### src/design/uau_pkg.sv
package uau_pkg;

    localparam int Width = 64;
    localparam int CntW  = $clog2(Width + 1);

    localparam logic [2:0] CmdAdd = 3'd0;
    localparam logic [2:0] CmdSub = 3'd1;
    localparam logic [2:0] CmdMul = 3'd2;
    localparam logic [2:0] CmdDiv = 3'd3;
    localparam logic [2:0] CmdPow = 3'd4;

    // datapath operations issued by the controller
    typedef enum logic [2:0] {
        OP_NONE,
        OP_LOAD,
        OP_MUL_STEP,
        OP_DIV_STEP,
        OP_POW_SETUP,
        OP_POW_ACC,
        OP_POW_SQR
    } t_op;

    typedef struct packed {
        t_op             op;
        logic            start_mul;
        logic            mul_sqr;
    } t_cmd;

    typedef struct packed {
        logic [2:0]      cmd;
        logic            mul_done;
        logic            exp_zero;
        logic            exp_lsb;
    } t_status;

endpackage

### src/design/unsigned_arith_unit.sv
// unsigned arithmetic unit: add, subtract, multiply, divide and power on
// 64-bit unsigned words, one result word per input word. add, subtract
// and unused commands are worked out as the input word is loaded;
// multiply runs one shift-add bit a cycle; divide one restoring step a
// cycle, zero divisor included; power runs square-and-multiply on the
// same shift-add multiplier, a multiply and a square per set exponent bit
// and a square per clear one. one word is worked on at a time: the input
// stalls from acceptance until the result word has been taken
module unsigned_arith_unit (
    input  logic                       i_clk,
    input  logic                       i_rst_n,
    input  logic                       i_valid,
    output logic                       o_stall,
    input  logic [2:0]                 i_command,
    input  logic [uau_pkg::Width-1:0]  i_operand_a,
    input  logic [uau_pkg::Width-1:0]  i_operand_b,
    output logic                       o_valid,
    input  logic                       i_stall,
    output logic [uau_pkg::Width-1:0]  o_result_value,
    output logic [uau_pkg::Width-1:0]  o_remainder_value,
    output logic                       o_carry_flag,
    output logic                       o_zero_divisor_flag
);
    uau_pkg::t_cmd    w_ctl;
    uau_pkg::t_status w_sts;
    logic             w_load;

    uau_ctrl u_ctrl (
        .i_clk(i_clk), .i_rst_n(i_rst_n), .i_valid(i_valid), .i_stall(i_stall),
        .o_stall(o_stall), .o_valid(o_valid), .o_load(w_load),
        .o_ctl(w_ctl), .i_sts(w_sts)
    );

    uau_datapath u_dp (
        .i_clk(i_clk), .i_load(w_load), .i_command(i_command),
        .i_operand_a(i_operand_a), .i_operand_b(i_operand_b),
        .i_ctl(w_ctl), .o_sts(w_sts),
        .o_result_value(o_result_value), .o_remainder_value(o_remainder_value),
        .o_carry_flag(o_carry_flag), .o_zero_divisor_flag(o_zero_divisor_flag)
    );
endmodule

### src/design/uau_datapath.sv
module uau_datapath (
    input  logic                         i_clk,
    input  logic                         i_load,
    input  logic [2:0]                   i_command,
    input  logic [uau_pkg::Width-1:0]    i_operand_a,
    input  logic [uau_pkg::Width-1:0]    i_operand_b,
    input  uau_pkg::t_cmd                i_ctl,
    output uau_pkg::t_status             o_sts,
    output logic [uau_pkg::Width-1:0]    o_result_value,
    output logic [uau_pkg::Width-1:0]    o_remainder_value,
    output logic                         o_carry_flag,
    output logic                         o_zero_divisor_flag
);
    localparam int W = uau_pkg::Width;

    logic [2:0]                r_cmd;
    logic [W-1:0]              r_a, r_b;        // operands / base, exponent
    logic [W-1:0]              r_res, r_rem;
    logic                      r_carry, r_zdiv, r_base_big;
    // shared shift-add multiplier
    logic [W-1:0]              r_mx, r_my, r_plo, r_phi;
    logic [uau_pkg::CntW-1:0]  r_mcnt;
    logic [W-1:0]              n_phi;
    logic                      n_pc;
    logic [W:0]                n_sum, n_trial;

    always_comb begin
        n_sum = {1'b0, r_phi} + (r_my[0] ? {1'b0, r_mx} : '0);
        n_phi = n_sum[W:1];
        n_pc  = n_sum[0];
        n_trial = {r_rem, r_a[W-1]} - {1'b0, r_b};
    end

    wire w_big = (r_phi != '0);

    always_ff @(posedge i_clk) begin
        if (i_load) begin
            r_cmd <= i_command;
            r_a <= i_operand_a;
            r_b <= i_operand_b;
            r_rem <= '0;
            r_zdiv <= (i_command == uau_pkg::CmdDiv) && (i_operand_b == '0);
            r_base_big <= 1'b0;
            r_mcnt <= '0;
            case (i_command)
                uau_pkg::CmdAdd: {r_carry, r_res} <= {1'b0, i_operand_a} + {1'b0, i_operand_b};
                uau_pkg::CmdSub: begin
                    r_res <= i_operand_a - i_operand_b;
                    r_carry <= i_operand_a < i_operand_b;
                end
                default: begin
                    r_res <= '0;
                    r_carry <= 1'b0;
                end
            endcase
        end else begin
            case (i_ctl.op)
                uau_pkg::OP_NONE: begin
                    if (i_ctl.start_mul) begin
                        r_mcnt <= uau_pkg::CntW'(W);
                        r_phi <= '0;
                        r_plo <= '0;
                        // a*b, acc*base, or base*base when squaring
                        r_mx <= r_a;
                        r_my <= i_ctl.mul_sqr ? r_a :
                                (r_cmd == uau_pkg::CmdPow) ? r_res : r_b;
                    end
                end
                uau_pkg::OP_MUL_STEP: begin
                    r_phi <= n_phi;
                    r_plo <= {n_pc, r_plo[W-1:1]};
                    r_my  <= r_my >> 1;
                    r_mcnt <= r_mcnt - 1'b1;
                end
                uau_pkg::OP_DIV_STEP: begin
                    // restoring divide, quotient shifts into r_a
                    if (!n_trial[W]) begin
                        r_rem <= n_trial[W-1:0];
                        r_a <= {r_a[W-2:0], 1'b1};
                    end else begin
                        r_rem <= {r_rem[W-2:0], r_a[W-1]};
                        r_a <= {r_a[W-2:0], 1'b0};
                    end
                    r_res <= {r_a[W-2:0], !n_trial[W]};
                end
                uau_pkg::OP_POW_SETUP: r_res <= W'(1);
                uau_pkg::OP_POW_ACC: begin
                    r_res <= r_plo;
                    if (w_big || r_base_big) r_carry <= 1'b1;
                end
                uau_pkg::OP_POW_SQR: begin
                    r_a <= r_plo;
                    if (w_big) r_base_big <= 1'b1;
                    r_b <= r_b >> 1;
                end
                uau_pkg::OP_LOAD: begin
                    // final multiply result
                    r_res <= r_plo;
                    r_carry <= w_big;
                end
                default: ;
            endcase
        end
    end

    always_comb begin
        o_sts.cmd = r_cmd;
        o_sts.mul_done = (r_mcnt == '0);
        o_sts.exp_zero = (r_b == '0);
        o_sts.exp_lsb = r_b[0];
    end

    assign o_result_value = r_res;
    assign o_remainder_value = r_rem;
    assign o_carry_flag = r_carry;
    assign o_zero_divisor_flag = r_zdiv;
endmodule

### src/design/uau_ctrl.sv
module uau_ctrl (
    input  logic              i_clk,
    input  logic              i_rst_n,
    input  logic              i_valid,
    input  logic              i_stall,
    output logic              o_stall,
    output logic              o_valid,
    output logic              o_load,
    output uau_pkg::t_cmd     o_ctl,
    input  uau_pkg::t_status  i_sts
);
    typedef enum logic [3:0] {
        S_IDLE, S_DISPATCH, S_MUL, S_DIV, S_PCHK, S_PACCM, S_PSQS, S_PSQRM, S_DONE
    } t_state;

    t_state                   r_state;
    logic [uau_pkg::CntW-1:0] r_cnt;

    assign o_stall = !i_rst_n || (r_state != S_IDLE);
    assign o_load = i_valid && !o_stall;

    always_comb begin
        o_ctl = '{op: uau_pkg::OP_NONE, start_mul: 1'b0, mul_sqr: 1'b0};
        case (r_state)
            S_DISPATCH: begin
                if (i_sts.cmd == uau_pkg::CmdMul) o_ctl.start_mul = 1'b1;
                if (i_sts.cmd == uau_pkg::CmdPow) o_ctl.op = uau_pkg::OP_POW_SETUP;
            end
            S_MUL:  if (i_sts.mul_done) o_ctl.op = uau_pkg::OP_LOAD;
                    else o_ctl.op = uau_pkg::OP_MUL_STEP;
            S_DIV:  o_ctl.op = uau_pkg::OP_DIV_STEP;
            S_PCHK: begin
                if (!i_sts.exp_zero && i_sts.exp_lsb) o_ctl.start_mul = 1'b1;
                else if (!i_sts.exp_zero) begin
                    o_ctl.start_mul = 1'b1;
                    o_ctl.mul_sqr = 1'b1;
                end
            end
            S_PACCM: if (i_sts.mul_done) begin
                o_ctl.op = uau_pkg::OP_POW_ACC;
            end else o_ctl.op = uau_pkg::OP_MUL_STEP;
            S_PSQS: begin
                o_ctl.start_mul = 1'b1;
                o_ctl.mul_sqr = 1'b1;
            end
            S_PSQRM: if (i_sts.mul_done) o_ctl.op = uau_pkg::OP_POW_SQR;
                     else o_ctl.op = uau_pkg::OP_MUL_STEP;
            default: ;
        endcase
    end

    always_ff @(posedge i_clk) begin
        if (!i_rst_n) begin
            r_state <= S_IDLE;
            r_cnt <= '0;
            o_valid <= 1'b0;
        end else begin
            case (r_state)
                S_IDLE: if (i_valid) r_state <= S_DISPATCH;
                S_DISPATCH: begin
                    r_cnt <= uau_pkg::CntW'(uau_pkg::Width);
                    case (i_sts.cmd)
                        uau_pkg::CmdMul: r_state <= S_MUL;
                        uau_pkg::CmdDiv: r_state <= S_DIV;
                        uau_pkg::CmdPow: r_state <= S_PCHK;
                        default: r_state <= S_DONE;
                    endcase
                end
                S_MUL: if (i_sts.mul_done) r_state <= S_DONE;
                S_DIV: begin
                    r_cnt <= r_cnt - 1'b1;
                    if (r_cnt == uau_pkg::CntW'(1)) r_state <= S_DONE;
                end
                S_PCHK: begin
                    if (i_sts.exp_zero) r_state <= S_DONE;
                    else if (i_sts.exp_lsb) r_state <= S_PACCM;
                    else r_state <= S_PSQRM;
                end
                S_PACCM: if (i_sts.mul_done) r_state <= S_PSQS;
                S_PSQS: r_state <= S_PSQRM;
                S_PSQRM: if (i_sts.mul_done) r_state <= S_PCHK;
                S_DONE: begin
                    if (o_valid && !i_stall) begin
                        o_valid <= 1'b0;
                        r_state <= S_IDLE;
                    end else begin
                        o_valid <= 1'b1;
                    end
                end
                default: r_state <= S_IDLE;
            endcase
        end
    end
endmodule

### config.mk
export PLATFORM = sky130hd
export DESIGN_NAME = unsigned_arith_unit
export DESIGN_NICKNAME = d
export VERILOG_FILES = /design/src/design/uau_pkg.sv /design/src/design/unsigned_arith_unit.sv /design/src/design/uau_datapath.sv /design/src/design/uau_ctrl.sv
export SDC_FILE = /design/constraint.sdc
export NUM_CORES = 2
export LEC_CHECK = 0
export BUFFER_PORTS_ARGS = -buffer_cell sky130_fd_sc_hd__buf_2
export CORE_ASPECT_RATIO = 1.25
export CORE_MARGIN = 2
export CORE_UTILIZATION = 56
export CTS_CLUSTER_DIAMETER = 120
export DETAILED_ROUTE_END_ITERATION = 8
export GPL_TIMING_DRIVEN = 0
export PLACE_DENSITY = 0.82
export REMOVE_ABC_BUFFERS = 1
export SLEW_MARGIN = 20
export SYNTH_ARGS = -nofsm -noshare
export SYNTH_HDL_FRONTEND = slang
export SYNTH_SLANG_ARGS = --single-unit
### constraint.sdc
create_clock -name i_clk -period 6.7 [get_ports i_clk]
set_input_delay 0 -clock i_clk [delete_from_list [all_inputs] [get_ports i_clk]]
set_output_delay 0 -clock i_clk [all_outputs]
set_load 0.01 [all_outputs]
==> impl_metrics.tcl <==
set metrics [dict create \
    ys_dominant_reg_cell "edfxtp_1" \
    synth.avg_cell_area_um2 8.63 \
    internal_power_mw 7.54 \
    power.density_mw_per_mm2 275 \
    rr_startpoint "u_dp.r_a[63]" \
    ant_nets 0 \
    crit_path_start_kind "flop" \
    synthTopCellsByArea "edfxtp_1 35%, ha_1 8.3%, a21oi_1 6.5%" \
    seqPwrFrac_pct 40.4 \
    end_kind "flop" \
    hold_path_class "in -> reg" \
    relSlewSlack_pct 19.1 \
    rrSetupSlack_ns 0.68 \
    maxCapViolations 0 \
    place_congestion 0.990 \
    row_count 108 \
    synth.most_common_cell "a21oi_1" \
    m1WireLength_um 51800 \
    start_util_pct 56.6 \
    finalPower_mw 12.3 \
    grt_pass1_wl_um 203000 \
    cts-resized-gates 0 \
    detail_route.wl_per_cell_um 23.6 \
    rr_endpoint "u_dp.o_remainder_value[3]" \
    cts_buffers 51 \
    ios 267 \
    p_clk_share_pct 24.2 \
    cp_slowest_cell "nor2_1" \
    synthTopCellsByCount "511 x a21oi_1, 453 x edfxtp_1, 442 x nand2_1" \
    cts_tree "done" \
    port_buffers 266 \
    cpMostUsedCell "buf_16" \
    yosys_warnings 0 \
    cts.clk_slew.worst_paths_ns 0.07 \
    finalHoldViolCount 0 \
    dp.cells 5528 \
    p_comb_share_pct 35.4 \
    grt_max_degree 121 \
    drv_slew 0 \
    timing.final.crit_share_pct 89.9 \
    setup_tns_ns 0 \
    status "finished clean" \
    cp_max_fo 19 \
    clk_path_buf_depth 3 \
    setup_slack_ns 0.680 \
    worst_ep_required_time_ns 7.24 \
    max_slew.worst_pin.slew_ns 1.20 \
    antenna_found_initial 9 \
    h-tree-depth 2 \
    rsz0062_at_grt "no" \
    cts_root_buf "clkbuf_16" \
    top_layer "met5" \
    wirelength_um 136000 \
    hpwl_um 103000 \
    synth_top_area_share_pct 34.5 \
    synth_edf_count 453 \
    vias_per_cell 6.52 \
    power.switching_mw 4.80 \
    synth.distinct_cells 96 \
    grt_usage_pct 36.3 \
    crit_arrival_ns 6.56 \
    dieArea_mm2 0.0725 \
    drc_errors 0 \
    period_needed_ns 6.02 \
    syn-cell-area_mm2 0.0394 \
    fin_skew_ns 0.0342 \
    worstHoldStart "i_operand_b[1]" \
    core-area_mm2 0.0696 \
    syn2layout_area_growth_pct 13.8 \
    yosys.area.top_type "edfxtp_1" \
    drt_first_pass_iters 9 \
    cts_num_sinks 537 \
    clock_latency_ns 0.61 \
    fp.dieW_um 241 \
    fin_util_pct 64.4 \
    grt_pass1_vias 34800 \
    setup_viol 0 \
    first_iter_violations 4996 \
    slowest_delay_ns 0.66 \
    pre_cts_slack_ns 0.792 \
    grt_overflow_total 0 \
    die_h_um 301 \
    nets 5181 \
    dr_total_vias 37600 \
    synth_seq_cells 537 \
    drive_above_1_share_pct 9.50 \
    p_leak_nw 18.6 \
    swShare_pct 38.9 \
    wl_met3_um 16600 \
    path_cells "inv_1 -> ha_1 -> inv_1 -> fa_1 -> a211o_1 -> a2111oi_4 -> nor2_1 -> o31ai_4 -> o311ai_1 -> a21o_1 -> a21boi_2 -> a41oi_2 -> xor2_4 -> buf_16 -> buf_16 -> buf_16 -> buf_16 -> nor2_1 -> a221o_1" \
    irDropWorstVdd_mv 0.454 \
    instances_no_fill 5761 \
    fmax_mhz 166 \
    async_flop_share_pct 0 \
    dr_wl_met2_um 58300 \
    whs_endpoint "u_dp.r_b[1]" \
    syn_inst 4568 \
    yosysSeqAreaShare_pct 38.8 \
    ff2ff_path_depth 19 \
    holdPathStages 3 \
    path_class "reg -> reg" \
]
critical path: cells and delay by family, from the launching register on:
family | cells | cell delay, ns
buf+inv | 6 | 1.11
simple gates | 2 | 0.82
compound gates | 8 | 2.41
xor+xnor | 1 | 0.25
flops | 1 | 0.55
fa+ha+maj | 2 | 0.75
worst max-delay path by stage:
stage / start / endpoint / slack, ns / cells after the start
after floorplan: u_dp.r_cmd[0] / u_dp.o_result_value[0] / -6.91 / 3
after global routing: u_dp.r_a[63] / u_dp.o_remainder_value[54] / 0.68 / 19
after detailed placement: u_dp.r_a[63] / u_dp.o_remainder_value[3] / 0.79 / 19
after global placement: u_ctrl.r_state[1] / u_dp.o_result_value[1] / -13.10 / 5
after CTS: u_dp.r_a[63] / u_dp.o_remainder_value[3] / 0.74 / 19
final: u_dp.r_a[63] / u_dp.o_remainder_value[3] / 0.68 / 19
stage by stage:
stage / hold WS (ns) / cell area [µm²]
floorplan: 0.0661 / 38300
global placement: 0.334 / 40800
detailed placement: 0.341 / 41800
CTS: 0.00774 / 44800
global route: 0.0456 / 44900
finish: 0.0263 / 44900
flip-flops by register name, summed over array words and instances, names as in the netlist:
register                  flops
u_dp.o_remainder_value       64
u_dp.o_result_value          64
u_dp.r_a                     64
u_dp.r_b                     64
u_dp.r_mx                    64
u_dp.r_my                    64
u_dp.r_phi                   64
u_dp.r_plo                   64
u_ctrl.r_cnt                  7
u_dp.r_mcnt                   7
u_ctrl.r_state                4
u_dp.r_cmd                    3
u_ctrl.o_valid                1
u_dp.o_carry_flag             1
u_dp.o_zero_divisor_flag      1
u_dp.r_base_big               1
timing repair:
item | CTS | global route
hold endpoints to repair | 145 | 0
hold buffers | 136 | 0
setup buffers | 0 | 0
power by group through the flow:
stage | combinational [mW] | sequential [mW] | clock (mW)
2_1_floorplan | 2.71 | 4.86 | 0
3_3_place_gp | 3.94 | 5.10 | 0
3_5_place_dp | 4.14 | 5.00 | 0
4_1_cts | 4.23 | 4.94 | 2.97
5_1_grt | 4.72 | 5.00 | 3.08
6_report | 4.36 | 4.99 | 2.98
cells by family (layout without fill, tap and decap cells):
logic type / after synthesis / count (layout) / share of synthesized area [%]
buffers and inverters: 530 / 783 / 5.19
DFF: 537 / 537 / 38.8
AOI/OAI and AO/OA: 1467 / 1467 / 22.7
muxes: 130 / 130 / 3.30
other: 0 / 5 / 0
xor gates and xnor gates: 173 / 173 / 3.86
and+or+nand+nor: 1467 / 1467 / 17.7
adders and majority gates: 264 / 264 / 8.46
layout make-up:
cell class              instances  area [µm²]
repair buffers                450        3550
clock buffers                  65        1400
flip-flops and latches        537       15300
inverters                     241         922
diodes                          5        12.5
well taps                     935        1170
fillers                      5598       24700
multi-input cells            3501       22200
clock inverters                27         283
layout by cell type (no fill, tap or decap), types with 11 or more instances in the layout:
| cell | instances |
|---|---|
| nand2b_1 | 20 |
| nand4_1 | 74 |
| buf_2 | 265 |
| xnor2_1 | 125 |
| nor3_1 | 60 |
| inv_1 | 237 |
| clkbuf_16 | 53 |
| nand2_1 | 436 |
| a31oi_1 | 40 |
| and2_1 | 82 |
| o21a_1 | 38 |
| a21oi_1 | 510 |
| buf_16 | 20 |
| o31ai_1 | 36 |
| edfxtp_1 | 453 |
| buf_4 | 14 |
| a211oi_1 | 21 |
| xor2_1 | 47 |
| and3_1 | 143 |
| o22ai_1 | 57 |
| a221o_1 | 11 |
| dfxtp_1 | 84 |
| dlygate4sd3_1 | 136 |
| o211ai_1 | 17 |
| nor2_1 | 399 |
| ha_1 | 260 |
| o21bai_1 | 59 |
| mux2i_1 | 129 |
| nand3_1 | 74 |
| a21o_1 | 112 |
| o21ai_0 | 408 |
| a21boi_0 | 16 |
| nor4_1 | 82 |
| nor2b_1 | 27 |
routing by layer:
| layer | GRT usage, % | vias to the layer above |
|---|---|---|
| li1 | - | 17100 |
| met1 | 49.5 | 17600 |
| met2 | 54.1 | 2437 |
| met3 | 7.48 | 365 |
| met4 | 20.1 | 2 |
| met5 | 0 | - |
No activity file was read; power rests on OpenSTA's default activity.
